==> src/urxf_pkg.sv <==
// Shared types and constants of the serial receive FIFO with statistics.
// No dependencies; used by urxf_ctrl, urxf_dpath and the top level.
package urxf_pkg;

  // Field widths fixed by the stream payload layout.
  localparam int unsigned ByteW    = 8;
  localparam int unsigned OffsetW  = 6;
  localparam int unsigned LevelW   = 6;
  localparam int unsigned CntW     = 16;
  localparam int unsigned CmdW     = 2;
  localparam int unsigned InDataW  = 16;
  localparam int unsigned OutDataW = 64;

  // Command carried in the input tuser.
  typedef enum logic [CmdW-1:0] {
    CMD_RECEIVE = 2'd0,
    CMD_POP     = 2'd1,
    CMD_PEEK    = 2'd2,
    CMD_FLUSH   = 2'd3
  } cmd_e;

  // Controller states, one-hot.
  typedef enum logic [1:0] {
    ST_IDLE = 2'b01,
    ST_EXEC = 2'b10
  } state_e;

  // Commands from the controller to the datapath.
  typedef struct packed {
    logic take;  // input transfer: update state, start the memory access
    logic load;  // capture the result into the output register
  } ctrl_cmd_t;

endpackage

==> src/urxf_ctrl.sv <==
// Controller of the receive FIFO: sequences accept, execute and result load.
// Depends on urxf_pkg.
module urxf_ctrl (
  input  logic                 clk_i,
  input  logic                 rst_ni,
  input  logic                 in_valid_i,
  output logic                 in_ready_o,
  output logic                 out_valid_o,
  input  logic                 out_ready_i,
  output urxf_pkg::ctrl_cmd_t  cmd_o
);

  urxf_pkg::state_e state_q, state_d;
  logic             ov_q, ov_d;

  always_comb begin
    state_d    = state_q;
    ov_d       = ov_q;
    in_ready_o = 1'b0;
    cmd_o      = '0;
    if (out_ready_i) begin
      ov_d = 1'b0;
    end
    case (state_q)
      urxf_pkg::ST_IDLE: begin
        in_ready_o = 1'b1;
        if (in_valid_i) begin
          cmd_o.take = 1'b1;
          state_d    = urxf_pkg::ST_EXEC;
        end
      end
      urxf_pkg::ST_EXEC: begin
        // The result register is free or is being emptied this cycle.
        if (!ov_q || out_ready_i) begin
          cmd_o.load = 1'b1;
          ov_d       = 1'b1;
          state_d    = urxf_pkg::ST_IDLE;
        end
      end
      default: begin
        state_d = urxf_pkg::ST_IDLE;
      end
    endcase
  end

  always_ff @(posedge clk_i or negedge rst_ni) begin
    if (!rst_ni) begin
      state_q <= urxf_pkg::ST_IDLE;
      ov_q    <= 1'b0;
    end else begin
      state_q <= state_d;
      ov_q    <= ov_d;
    end
  end

  assign out_valid_o = ov_q;

endmodule

==> src/urxf_dpath.sv <==
// Datapath of the receive FIFO: byte ring memory, pointers, counters, result register.
// Depends on urxf_pkg.
module urxf_dpath #(
  parameter int unsigned RING_DEPTH = 64
) (
  input  logic                              clk_i,
  input  logic                              rst_ni,
  input  urxf_pkg::ctrl_cmd_t               cmd_i,
  input  urxf_pkg::cmd_e                    op_i,
  input  logic [urxf_pkg::ByteW-1:0]        line_byte_i,
  input  logic                              framing_bad_i,
  input  logic [urxf_pkg::OffsetW-1:0]      peek_offset_i,
  output logic [urxf_pkg::OutDataW-1:0]     result_o
);

  localparam int unsigned PW = $clog2(RING_DEPTH);
  localparam int unsigned CW = (PW > urxf_pkg::OffsetW) ? PW : urxf_pkg::OffsetW;

  logic [urxf_pkg::ByteW-1:0] mem [RING_DEPTH];

  logic [PW-1:0]                 wp_q, wp_d, rp_q, rp_d;
  logic [urxf_pkg::CntW-1:0]     good_q, good_d, ovf_q, ovf_d, bad_q, bad_d;
  logic [urxf_pkg::ByteW-1:0]    rd_q;
  logic                          hit_q;
  logic [urxf_pkg::OutDataW-1:0] res_q;

  logic [PW-1:0]   fill, wp_next, rp_next, peek_addr, raddr;
  logic [CW-1:0]   fill_ext;
  logic [CW:0]     peek_sum;
  logic            full, empty, peek_hit, hit, do_write;

  function automatic logic [PW-1:0] ptr_inc(input logic [PW-1:0] p);
    ptr_inc = (p == PW'(RING_DEPTH - 1)) ? '0 : p + PW'(1);
  endfunction

  // Fill level modulo the ring depth; the depth need not be a power of two.
  always_comb begin
    if (wp_q >= rp_q) begin
      fill = wp_q - rp_q;
    end else begin
      fill = PW'({1'b0, wp_q} + ((PW+1)'(RING_DEPTH) - {1'b0, rp_q}));
    end
  end

  assign fill_ext = CW'(fill);
  assign wp_next  = ptr_inc(wp_q);
  assign rp_next  = ptr_inc(rp_q);
  assign full     = (wp_next == rp_q);
  assign empty    = (wp_q == rp_q);
  assign peek_hit = (CW'(peek_offset_i) < fill_ext);

  // A hit offset is below the fill level, so the sum stays under twice the depth.
  always_comb begin
    peek_sum = (CW+1)'(rp_q) + (CW+1)'(peek_offset_i);
    if (peek_sum >= (CW+1)'(RING_DEPTH)) begin
      peek_sum = peek_sum - (CW+1)'(RING_DEPTH);
    end
    peek_addr = PW'(peek_sum);
  end

  always_comb begin
    wp_d     = wp_q;
    rp_d     = rp_q;
    good_d   = good_q;
    ovf_d    = ovf_q;
    bad_d    = bad_q;
    hit      = 1'b0;
    do_write = 1'b0;
    raddr    = peek_addr;
    case (op_i)
      urxf_pkg::CMD_RECEIVE: begin
        if (framing_bad_i) begin
          bad_d = bad_q + 1'b1;
        end else if (full) begin
          ovf_d = ovf_q + 1'b1;
        end else begin
          do_write = 1'b1;
          wp_d     = wp_next;
          good_d   = good_q + 1'b1;
        end
      end
      urxf_pkg::CMD_POP: begin
        raddr = rp_q;
        if (!empty) begin
          hit  = 1'b1;
          rp_d = rp_next;
        end
      end
      urxf_pkg::CMD_PEEK: begin
        hit = peek_hit;
      end
      urxf_pkg::CMD_FLUSH: begin
        wp_d = '0;
        rp_d = '0;
      end
      default: begin
        hit = 1'b0;
      end
    endcase
  end

  always_ff @(posedge clk_i or negedge rst_ni) begin
    if (!rst_ni) begin
      wp_q   <= '0;
      rp_q   <= '0;
      good_q <= '0;
      ovf_q  <= '0;
      bad_q  <= '0;
    end else if (cmd_i.take) begin
      wp_q   <= wp_d;
      rp_q   <= rp_d;
      good_q <= good_d;
      ovf_q  <= ovf_d;
      bad_q  <= bad_d;
    end
  end

  // Ring memory: at most one write and one registered read per item.
  always_ff @(posedge clk_i) begin
    if (cmd_i.take && do_write) begin
      mem[wp_q] <= line_byte_i;
    end
  end

  always_ff @(posedge clk_i) begin
    if (cmd_i.take) begin
      rd_q  <= mem[raddr];
      hit_q <= hit;
    end
  end

  // Pointers and counters already hold their post-item values here.
  always_ff @(posedge clk_i) begin
    if (cmd_i.load) begin
      res_q <= {1'b0, bad_q, ovf_q, good_q,
                urxf_pkg::LevelW'(fill_ext), hit_q,
                hit_q ? rd_q : {urxf_pkg::ByteW{1'b0}}};
    end
  end

  assign result_o = res_q;

endmodule

==> src/uart_rx_fifo_with_stats_core.sv <==
// Top level of the serial receive FIFO with statistics counters.
// Depends on urxf_pkg, urxf_ctrl and urxf_dpath.
//
// Usage: every input transfer carries one command in s_tuser_i (receive,
// pop, peek, flush) and yields exactly one result transfer on the master
// side. The result reports the byte popped or peeked with its valid flag,
// the fill level after the command and the accepted, dropped and
// framing-error counters, which wrap at 16 bits.
// The ring holds at most RING_DEPTH-1 bytes; one slot always stays empty.
// m_tvalid_o rises once the execute state has loaded the result register;
// that load waits while an earlier result is still held.
// The input transfer cycle updates pointers and counters and issues the
// ring memory access; its registered read data is captured into the result
// register in the execute state, and only then is the next input taken.
// A held result does not stop the next input transfer; that item then
// waits in execution until the result register has been emptied.
// Reset clears pointers, counters and the handshake state; the memory
// needs no clearing since read data is only passed on for written slots.
module uart_rx_fifo_with_stats_core #(
  parameter int unsigned RING_DEPTH = 64
) (
  input  logic                              clk_i,
  input  logic                              rst_ni,
  input  logic                              s_tvalid_i,
  output logic                              s_tready_o,
  // Bits from low: line_byte[7:0], framing_bad[8], peek_offset[14:9], zero[15].
  input  logic [urxf_pkg::InDataW-1:0]      s_tdata_i,
  // Bits from low: command[1:0].
  input  logic [urxf_pkg::CmdW-1:0]         s_tuser_i,
  output logic                              m_tvalid_o,
  input  logic                              m_tready_i,
  // Bits from low: read_data[7:0], read_valid[8], bytes_available[14:9],
  // accepted_count[30:15], dropped_count[46:31], framing_error_count[62:47],
  // zero[63].
  output logic [urxf_pkg::OutDataW-1:0]     m_tdata_o
);

  urxf_pkg::ctrl_cmd_t ctrl_cmd;

  urxf_ctrl u_ctrl (
    .clk_i       (clk_i),
    .rst_ni      (rst_ni),
    .in_valid_i  (s_tvalid_i),
    .in_ready_o  (s_tready_o),
    .out_valid_o (m_tvalid_o),
    .out_ready_i (m_tready_i),
    .cmd_o       (ctrl_cmd)
  );

  urxf_dpath #(
    .RING_DEPTH (RING_DEPTH)
  ) u_dpath (
    .clk_i         (clk_i),
    .rst_ni        (rst_ni),
    .cmd_i         (ctrl_cmd),
    .op_i          (urxf_pkg::cmd_e'(s_tuser_i)),
    .line_byte_i   (s_tdata_i[7:0]),
    .framing_bad_i (s_tdata_i[8]),
    .peek_offset_i (s_tdata_i[14:9]),
    .result_o      (m_tdata_o)
  );

`ifndef SYNTHESIS
  // An input transfer is always followed by a cycle in which no input is taken.
  assert property (@(posedge clk_i) disable iff (!rst_ni)
    (s_tvalid_i && s_tready_o) |=> !s_tready_o)
    else $error("input taken while the previous item is still executing");

  // A result without a byte carries zero data.
  assert property (@(posedge clk_i) disable iff (!rst_ni)
    (m_tvalid_o && !m_tdata_o[8]) |-> (m_tdata_o[7:0] == 8'd0))
    else $error("read data nonzero without read valid");

  // The controller never takes an item and loads a result in the same cycle.
  assert property (@(posedge clk_i) disable iff (!rst_ni)
    !(ctrl_cmd.take && ctrl_cmd.load))
    else $error("take and load issued together");
`endif

endmodule

==> config.mk <==
export PLATFORM = sky130hd
export DESIGN_NAME = uart_rx_fifo_with_stats_core
export DESIGN_NICKNAME = d
export VERILOG_FILES = /design/src/urxf_pkg.sv /design/src/urxf_ctrl.sv /design/src/urxf_dpath.sv /design/src/uart_rx_fifo_with_stats_core.sv
export SDC_FILE = /design/constraint.sdc
export NUM_CORES = 1
export LEC_CHECK = 0
export BUFFER_PORTS_ARGS = -buffer_cell sky130_fd_sc_hd__buf_2
export CORE_MARGIN = 2
export CORE_UTILIZATION = 60
export DETAILED_ROUTE_END_ITERATION = 8
export GPL_TIMING_DRIVEN = 0
export PLACE_DENSITY_LB_ADDON = 0.25
export SKIP_LAST_GASP = 1
export SYNTH_ARGS = -nofsm -noshare
export SYNTH_HDL_FRONTEND = slang
export SYNTH_HIERARCHICAL = 1
export SYNTH_SLANG_ARGS = --single-unit
==> constraint.sdc <==
create_clock -name clk_i -period 4.2 [get_ports clk_i]
set_input_delay 0.21 -clock clk_i [delete_from_list [all_inputs] [get_ports clk_i]]
set_output_delay 0.21 -clock clk_i [all_outputs]
set_load 0.005 [all_outputs]
==> results of run 1 <==
## metrics by stage
stage	total power [uW]	setup slack (ns)	TNS [ns]
CTS	18300	-0.306	-15.49
floorplan	10700	0.364	0
global route	19000	-0.142	-0.284
finish	18500	-0.0930	-0.182
detailed placement	12600	-0.357	-30.56
global placement	12500	-0.596	-138.77
## power groups by stage
| stage | Clock, uW | Sequential [uW] | Combinational [uW] |
|---|---|---|---|
| 5_1_grt | 5950 | 7320 | 5700 |
| 6_report | 5630 | 7300 | 5550 |
| 3_5_place_dp | 0 | 7440 | 5200 |
| 3_3_place_gp | 0 | 7430 | 5080 |
| 4_1_cts | 5700 | 7300 | 5260 |
| 2_1_floorplan | 0 | 7410 | 3330 |
## how the worst max path moves through the flow
stage / endpoint / startpoint / slack (ns) / cells past startpoint
floorplan: u_dpath/result_o[0] / u_ctrl/state_q[0] / 0.36 / 2
global placement: u_dpath/result_o[52] / u_ctrl/state_q[0] / -0.60 / 2
detailed placement: u_dpath/mem[12][3] / u_ctrl/state_q[0] / -0.36 / 7
CTS: u_dpath/mem[36][0] / u_ctrl/state_q[0] / -0.31 / 7
global route: u_dpath/rd_q[5] / u_dpath/rp_q[4] / -0.14 / 10
finish: u_dpath/rd_q[5] / u_dpath/rp_q[4] / -0.09 / 10
## final cells by class
class / count / area [um2] / area share
Buffer: 90 / 475 / 0.0157
Clock buffer: 91 / 1890 / 0.0624
Clock inverter: 27 / 200 / 0.00660
Inverter: 23 / 86.3 / 0.00285
Multi-Input combinational cell: 802 / 7080 / 0.234
Sequential cell: 647 / 19100 / 0.630
Tap cell: 585 / 732 / 0.0241
Timing Repair Buffer: 123 / 741 / 0.0244
## state kept, by name, summed over array words and instances (netlist names), 6 cells and up
signal	count
u_dpath/bad_q	16
u_dpath/rd_q	8
u_dpath/wp_q	6
u_dpath/ovf_q	16
u_dpath/result_o	63
u_dpath/mem	512
u_dpath/good_q	16
u_dpath/rp_q	6
## critical path, cell delays in order (launching register included)
cell and delay [ns]:
sky130_fd_sc_hd__dfrtp_1 0.49, sky130_fd_sc_hd__ha_1 0.32, sky130_fd_sc_hd__clkbuf_1 0.29, sky130_fd_sc_hd__nor4b_1 0.11, sky130_fd_sc_hd__a311oi_1 0.28, sky130_fd_sc_hd__o211ai_1 0.15
sky130_fd_sc_hd__xnor2_1 0.66, sky130_fd_sc_hd__buf_1 0.63, sky130_fd_sc_hd__buf_2 0.40, sky130_fd_sc_hd__o32ai_1 0.19, sky130_fd_sc_hd__nor3_1 0.47
## logic make-up (layout without fill, tap and decap cells)
kind of cell	after synthesis	after routing	share of synthesized area
and+or+nand+nor	445	445	0.0838
DFF	647	647	0.725
AOI/OAI and AO/OA	138	138	0.0372
buffers and inverters	114	354	0.0208
muxes	133	133	0.100
adders and majority gates	26	26	0.0129
other	1	1	0.000142
xor gates and xnor gates	59	59	0.0196
## placed cells by master, fill, tap and decap left out, drive strengths merged, types with 10 or more instances in the layout
cell / synthesis / routed
clkbuf: 36 / 126
and3: 22 / 22
and2: 12 / 12
o21ai: 17 / 17
buf: 55 / 174
clkinv: 0 / 23
mux4: 104 / 104
a21oi: 24 / 24
nor4: 39 / 39
xnor2: 39 / 39
nand4: 12 / 12
inv: 23 / 24
o211ai: 10 / 10
nand2: 152 / 152
a211oi: 13 / 13
nor2: 38 / 38
nand3: 97 / 97
mux2i: 23 / 23
xor2: 20 / 20
ha: 24 / 24
nor3: 38 / 38
edfxtp: 584 / 584
dfrtp: 62 / 62
a31oi: 14 / 14
## per-layer routing
metal  wire [um]  up-vias  share of wire  track usage
met3        7230      261           0.11       0.0734
met1       24100     7954           0.36        0.392
met4        3890        2          0.059        0.156
li1            -     6524              -            -
met2       30800     1111           0.47        0.460
met5          11        -        0.00017            0
## timing repair
| item | in CTS | in global routing |
|---|---|---|
| gates resized for setup | 12 | 28 |
| buffers inserted | 0 | 0 |
| hold buffers | 3 | 0 |
| hold endpoints to repair | 65 | 0 |
| pin swaps | 0 | 0 |
| endpoints found under the setup margin | 152 | 178 |
==> results_tabular.tex, run 1 <==
\begin{tabular}{lr}
\hline
Metric & Value \\
\hline
\multicolumn{2}{l}{\textbf{Worst setup path}} \\
\quad Worst reg2reg setup slack & -0.09 ns \\
\quad Sort of element at the start of the critical path & register \\
\quad Worst path required time & 4.50 ns \\
\quad Worst R2R Start & u\_dpath/rp\_q[4] \\
\quad Reg-to-Reg End & u\_dpath/rd\_q[5] \\
\quad Critical path class & register to register \\
\quad Arrival time reported for the critical path endpoint & 4.59 ns \\
\quad Worst-case reg-to-reg path depth & 10 \\
\quad Critical Path End Type & register \\
\quad CP max FO & 10 \\
\multicolumn{2}{l}{\textbf{Drt}} \\
\quad Count of unresolved DRC violations after routing & 0 \\
\quad Iteration count of the initial detailed-routing pass & 6 \\
\quad Detail-routed via count per cell & 6.64 \\
\quad Routed wirelength normalized by instance count & 27.7 um \\
\quad Antenna Violating Nets Remaining & 0 \\
\quad DR vias & 15900 \\
\quad Total Wirelength & 66100 um \\
\quad DRC violation total after the first TritonRoute iteration & 2434 \\
\multicolumn{2}{l}{\textbf{Global route}} \\
\quad GRT Total Usage & 0.296 \\
\quad Pin count of the biggest net entering global routing & 65 \\
\quad Global-route wire length before repair & 96700 um \\
\quad Residual overflow from global routing & 0 \\
\quad Vias in the first global route & 15400 \\
\quad Antenna violations before repair & 1 \\
\multicolumn{2}{l}{\textbf{Synth}} \\
\quad Fraction of registers with async set or reset after synthesis & 0.0974 \\
\quad Top-area cell type share of the netlist area & 0.665 \\
\quad Number of warning messages in the yosys log & 6 \\
\quad Cell type with the highest aggregate area in the netlist & sky130\_fd\_sc\_hd\_\_edfxtp\_1 \\
\quad Sequential share of the synthesized area & 0.725 \\
\quad Unique masters post-synth & 65 \\
\quad Area contributors post-synth & sky130\_fd\_sc\_hd\_\_edfxtp\_1 67\%, sky130\_fd\_sc\_hd\_\_mux4\_2 8.9\%, sky130\_fd\_sc\_hd\_\_dfrtp\_1 5.9\%, sky130\_fd\_sc\_hd\_\_nand2\_1 2.2\%, sky130\_fd\_sc\_hd\_\_nand3\_1 1.8\% \\
\quad Register bit total from synthesis & 647 \\
\quad Nets in the synthesized netlist & 1611 \\
\quad Most common cell in the synthesized netlist & sky130\_fd\_sc\_hd\_\_edfxtp\_1 \\
\quad Average cell area after synthesis & 16.9 um2 \\
\quad Cell area after technology mapping & 26400 um2 \\
\quad Synth cell count leaders & 584 x sky130\_fd\_sc\_hd\_\_edfxtp\_1, 152 x sky130\_fd\_sc\_hd\_\_nand2\_1, 104 x sky130\_fd\_sc\_hd\_\_mux4\_2, 95 x sky130\_fd\_sc\_hd\_\_nand3\_1, 62 x sky130\_fd\_sc\_hd\_\_dfrtp\_1 \\
\quad Predominant post-synthesis flop cell & sky130\_fd\_sc\_hd\_\_edfxtp\_1 \\
\quad Gate count of the mapped netlist & 1563 \\
\quad Number of synthesized flops with an enable pin & 584 \\
\multicolumn{2}{l}{\textbf{Timing}} \\
\quad Achievable Freq & 233 MHz \\
\quad RSZ-0062 raised after global routing & true \\
\quad Final setup viols & 3 \\
\quad Slew Limit Headroom & 0.180 \\
\quad Tmin final & 4.29 ns \\
\quad Worst setup margin & -0.0930 ns \\
\quad Number of failing hold endpoints at the final stage & 0 \\
\quad Max Transition Viols Final & 0 \\
\quad Minimum hold slack & 0.164 ns \\
\quad Final worst-path cycle share & 1.02 \\
\quad Worst Tran Pin Value & 1.23 ns \\
\quad Clock Skews & 0.0235 ns \\
\multicolumn{2}{l}{\textbf{Clock network}} \\
\quad Clock latency of the later-clocked register in the worst-skew pair & 0.59 ns \\
\quad Sinks on the clock net & 647 \\
\quad Clk buf depth & 3 \\
\quad H-tree levels & 3 \\
\quad TritonCTS clock tree & done \\
\quad Number of buffers created by CTS & 66 \\
\quad Clock-pin slew of the registers on the worst-case setup and hold paths & 0.06 ns \\
\quad Cell chosen for the clock root & sky130\_fd\_sc\_hd\_\_clkbuf\_16 \\
\multicolumn{2}{l}{\textbf{Final layout}} \\
\quad Net count of the finished layout & 1801 \\
\quad Number of standard cells in the final layout excluding fillers & 2388 \\
\quad Count of filler cells inserted in the layout & 2751 \\
\quad Layout Cell Area excl Fill & 30300 um2 \\
\quad Growth of design area from synthesis to finish & 15.0\% \\
\quad Number of antenna diodes & 0 \\
\quad Final core area utilization & 0.702 \\
\quad Share of cells above drive strength 1 & 0.250 \\
\multicolumn{2}{l}{\textbf{Floorplan}} \\
\quad Horizontal extent of the die & 214 um \\
\quad Starting density of the core & 0.611 \\
\quad Core region area & 43200 um2 \\
\quad Number of top-level pins & 88 \\
\quad Die area & 45600 um2 \\
\quad Die outline height & 214 um \\
\quad Site Rows & 76 \\
\multicolumn{2}{l}{\textbf{Power}} \\
\quad Internal cell power & 12500 uW \\
\quad Total power density per cell area & 610 nW/um2 \\
\quad Flop pwr share & 0.395 \\
\quad Clock group share of total power & 0.305 \\
\quad Combinational share of power & 0.300 \\
\quad Sw Ratio & 0.323 \\
\quad Net switching power of the design & 5970 uW \\
\quad Maximum resistive drop on vdd & 0.432 mV \\
\quad Leak & 0.0104 uW \\
\multicolumn{2}{l}{\textbf{Place}} \\
\quad Post-Place Cell Area & 28000 um2 \\
\quad HPWL after DPL & 42800 um \\
\quad Placer's final routability congestion estimate & 0.998 \\
\quad Cells after DPL & 2268 \\
\quad Number of buffer cells added on primary ports & 85 \\
\multicolumn{2}{l}{\textbf{Worst hold path}} \\
\quad Hold Path End & u\_dpath/rd\_q[1] \\
\quad Number of cells traversed by the worst hold path & 3 \\
\quad Hold Startpoint & s\_tvalid\_i \\
\quad Worst hold-check path type & input port to register \\
\multicolumn{2}{l}{\textbf{Run status}} \\
\quad Run status & finished with violations \\
\quad Violations in the final reports & negative setup slack \\
\multicolumn{2}{l}{\textbf{Job}} \\
\quad Count of maximum capacitance violations & 0 \\
\hline
\end{tabular}
Note: power is estimated with default switching activity, not from simulation.
==> inputs of run 2 (changes only) <==
- SETUP_SLACK_MARGIN: unset -> 0.02
==> results_tabular.tex, run 2 (synthesis results as in run 1) <==
\begin{tabular}{lr}
\hline
Metric & Value \\
\hline
\multicolumn{2}{l}{\textbf{Drt}} \\
\quad Antenna Violating Nets Remaining & 0 \\
\quad Iteration count of the initial detailed-routing pass & 8 \\
\quad Total Wirelength & 66100 um \\
\quad DR vias & 15900 \\
\quad DRC violation total after the first TritonRoute iteration & 2421 \\
\quad Count of unresolved DRC violations after routing & 0 \\
\quad Routed wirelength normalized by instance count & 27.7 um \\
\quad Detail-routed via count per cell & 6.64 \\
\multicolumn{2}{l}{\textbf{Floorplan}} \\
\quad Die outline height & 214 um \\
\quad Number of top-level pins & 88 \\
\quad Site Rows & 76 \\
\quad Starting density of the core & 0.611 \\
\quad Die area & 45600 um2 \\
\quad Horizontal extent of the die & 214 um \\
\quad Core region area & 43200 um2 \\
\multicolumn{2}{l}{\textbf{Final layout}} \\
\quad Most frequent cells in the layout & 584 x sky130\_fd\_sc\_hd\_\_edfxtp\_1, 152 x sky130\_fd\_sc\_hd\_\_nand2\_1, 113 x sky130\_fd\_sc\_hd\_\_buf\_2, 104 x sky130\_fd\_sc\_hd\_\_mux4\_2, 95 x sky130\_fd\_sc\_hd\_\_nand3\_1 \\
\quad Net count of the finished layout & 1802 \\
\quad Count of filler cells inserted in the layout & 2749 \\
\quad Share of cells above drive strength 1 & 0.251 \\
\quad Growth of design area from synthesis to finish & 15.1\% \\
\quad Most common library cell in the layout ignoring fill and taps & sky130\_fd\_sc\_hd\_\_edfxtp\_1 \\
\quad Multi-input gate area & 7080 um2 \\
\quad Reg with most FFs & u\_dpath/mem \\
\quad Flip-flop count of the largest register after layout & 512 \\
\quad Layout Cell Area excl Fill & 30300 um2 \\
\quad Number of antenna diodes & 0 \\
\quad Combined flip-flop and latch cell area & 19100 um2 \\
\quad Final core area utilization & 0.703 \\
\multicolumn{2}{l}{\textbf{Timing}} \\
\quad Number of failing hold endpoints at the final stage & 0 \\
\quad Achievable Freq & 233 MHz \\
\quad Final setup viols & 3 \\
\quad RSZ-0062 raised after global routing & true \\
\quad Max Transition Viols Final & 0 \\
\quad Slew Limit Headroom & 0.179 \\
\quad Final worst-path cycle share & 1.02 \\
\quad Worst Tran Pin Value & 1.23 ns \\
\quad Setup TNS & -0.104 ns \\
\quad Tmin final & 4.30 ns \\
\quad Worst setup margin & -0.0970 ns \\
\quad Clock Skews & 0.0228 ns \\
\multicolumn{2}{l}{\textbf{Worst setup path}} \\
\quad Critical Path End Type & register \\
\quad Worst setup startpoint & u\_dpath/rp\_q[4] \\
\quad Critical path class & register to register \\
\quad CP max FO & 10 \\
\quad Worst R2R Start & u\_dpath/rp\_q[4] \\
\quad Worst-case reg-to-reg path depth & 10 \\
\quad Sort of element at the start of the critical path & register \\
\quad Arrival time reported for the critical path endpoint & 4.59 ns \\
\quad Worst path required time & 4.50 ns \\
\multicolumn{2}{l}{\textbf{Clock network}} \\
\quad Clock latency of the later-clocked register in the worst-skew pair & 0.59 ns \\
\quad Cell chosen for the clock root & sky130\_fd\_sc\_hd\_\_clkbuf\_16 \\
\quad Number of buffers created by CTS & 66 \\
\quad H-tree levels & 3 \\
\quad Sinks on the clock net & 647 \\
\quad TritonCTS clock tree & done \\
\quad Post CTS Setup Buffer Count & 0 \\
\quad Clock-pin slew of the registers on the worst-case setup and hold paths & 0.06 ns \\
\quad Clk buf depth & 3 \\
\multicolumn{2}{l}{\textbf{Power}} \\
\quad Internal cell power & 12500 uW \\
\quad Clock group share of total power & 0.305 \\
\quad Total power density per cell area & 610 nW/um2 \\
\quad Net switching power of the design & 5970 uW \\
\quad Overall power & 18500 uW \\
\quad Maximum resistive drop on vdd & 0.432 mV \\
\quad Flop pwr share & 0.395 \\
\quad Leak & 0.0104 uW \\
\quad Sw Ratio & 0.323 \\
\quad Combinational share of power & 0.300 \\
\multicolumn{2}{l}{\textbf{Global route}} \\
\quad Antenna violations before repair & 1 \\
\quad Vias in the first global route & 15400 \\
\quad Global-route wire length before repair & 96700 um \\
\quad GRT Total Usage & 0.296 \\
\quad Pin count of the biggest net entering global routing & 65 \\
\quad Residual overflow from global routing & 0 \\
\multicolumn{2}{l}{\textbf{Run status}} \\
\quad Run status & finished with violations \\
\quad Violations in the final reports & negative setup slack \\
\multicolumn{2}{l}{\textbf{Place}} \\
\quad Number of buffer cells added on primary ports & 85 \\
\quad HPWL after DPL & 42800 um \\
\quad Post-Place Cell Area & 28000 um2 \\
\quad Placer's final routability congestion estimate & 0.998 \\
\multicolumn{2}{l}{\textbf{Worst hold path}} \\
\quad Number of cells traversed by the worst hold path & 3 \\
\quad Worst hold-check path type & input port to register \\
\quad Hold Startpoint & s\_tvalid\_i \\
\multicolumn{2}{l}{\textbf{Job}} \\
\quad Count of maximum capacitance violations & 0 \\
\hline
\end{tabular}
[run 2: per-layer routing]
metal  vias up  wire, um  track usage
li1       6535         -            -
met1      7957     23800        0.392
met5         -        11            0
met3       268      7440       0.0734
met2      1109     30800        0.460
met4         2      4040        0.156
[run 2: worst max-delay path, stage by stage, from the launching register on]
cell	delay (ns)
sky130_fd_sc_hd__dfrtp_1	0.50
sky130_fd_sc_hd__ha_1	0.33
sky130_fd_sc_hd__clkbuf_1	0.30
sky130_fd_sc_hd__nor4b_1	0.11
sky130_fd_sc_hd__a311oi_1	0.28
sky130_fd_sc_hd__o211ai_1	0.15
sky130_fd_sc_hd__xnor2_1	0.66
sky130_fd_sc_hd__buf_1	0.63
sky130_fd_sc_hd__buf_2	0.41
sky130_fd_sc_hd__o32ai_1	0.18
sky130_fd_sc_hd__nor3_1	0.46
[run 2: cell type report]
type | instances | area share
multi-input cells | 802 | 0.233
clock inverters | 27 | 0.00660
plain buffers | 91 | 0.0160
inverters | 23 | 0.00285
repair buffers | 123 | 0.0244
flip-flops and latches | 647 | 0.630
clock buffers | 91 | 0.0624
well taps | 585 | 0.0241
[run 2: final timing paths]
kind,to,slack [ns]
max,u_dpath/rd_q[5],-0.1
min,u_dpath/rd_q[1],0.17
max reg2reg,u_dpath/rd_q[5],-0.1
min reg2reg,u_dpath/result_o[45],0.46
max in group asynchronous,u_dpath/bad_q[3],3.35
min in group asynchronous,u_dpath/ovf_q[5],0.28
[run 2: power by group through the flow]
stage / clock network, uW / logic (uW) / registers [uW]
6_report: 5640 / 5550 / 7300
5_1_grt: 5950 / 5710 / 7320
4_1_cts: 5700 / 5260 / 7300
3_5_place_dp: 0 / 5200 / 7440
3_3_place_gp: 0 / 5080 / 7430
2_1_floorplan: 0 / 3330 / 7410
[run 2: repair_timing]
| action | 4_1_cts | 5_1_grt |
|---|---|---|
| gates cloned | 0 | 0 |
| setup endpoints to repair | 165 | 179 |
| endpoints found under the hold margin | 65 | 0 |
| gates resized for setup | 12 | 32 |
| pin swaps | 0 | 0 |
| hold buffers | 3 | 0 |
[run 2: stage by stage]
| step | hold slack, ns | instances | setup slack (ns) |
|---|---|---|---|
| global route | 0.172 | 2389 | -0.142 |
| finish | 0.167 | 2389 | -0.0970 |
| floorplan | -0.0856 | 1563 | 0.364 |
| detailed placement | 0.361 | 2268 | -0.357 |
| global placement | 0.439 | 2233 | -0.596 |
| CTS | 0.143 | 2389 | -0.306 |
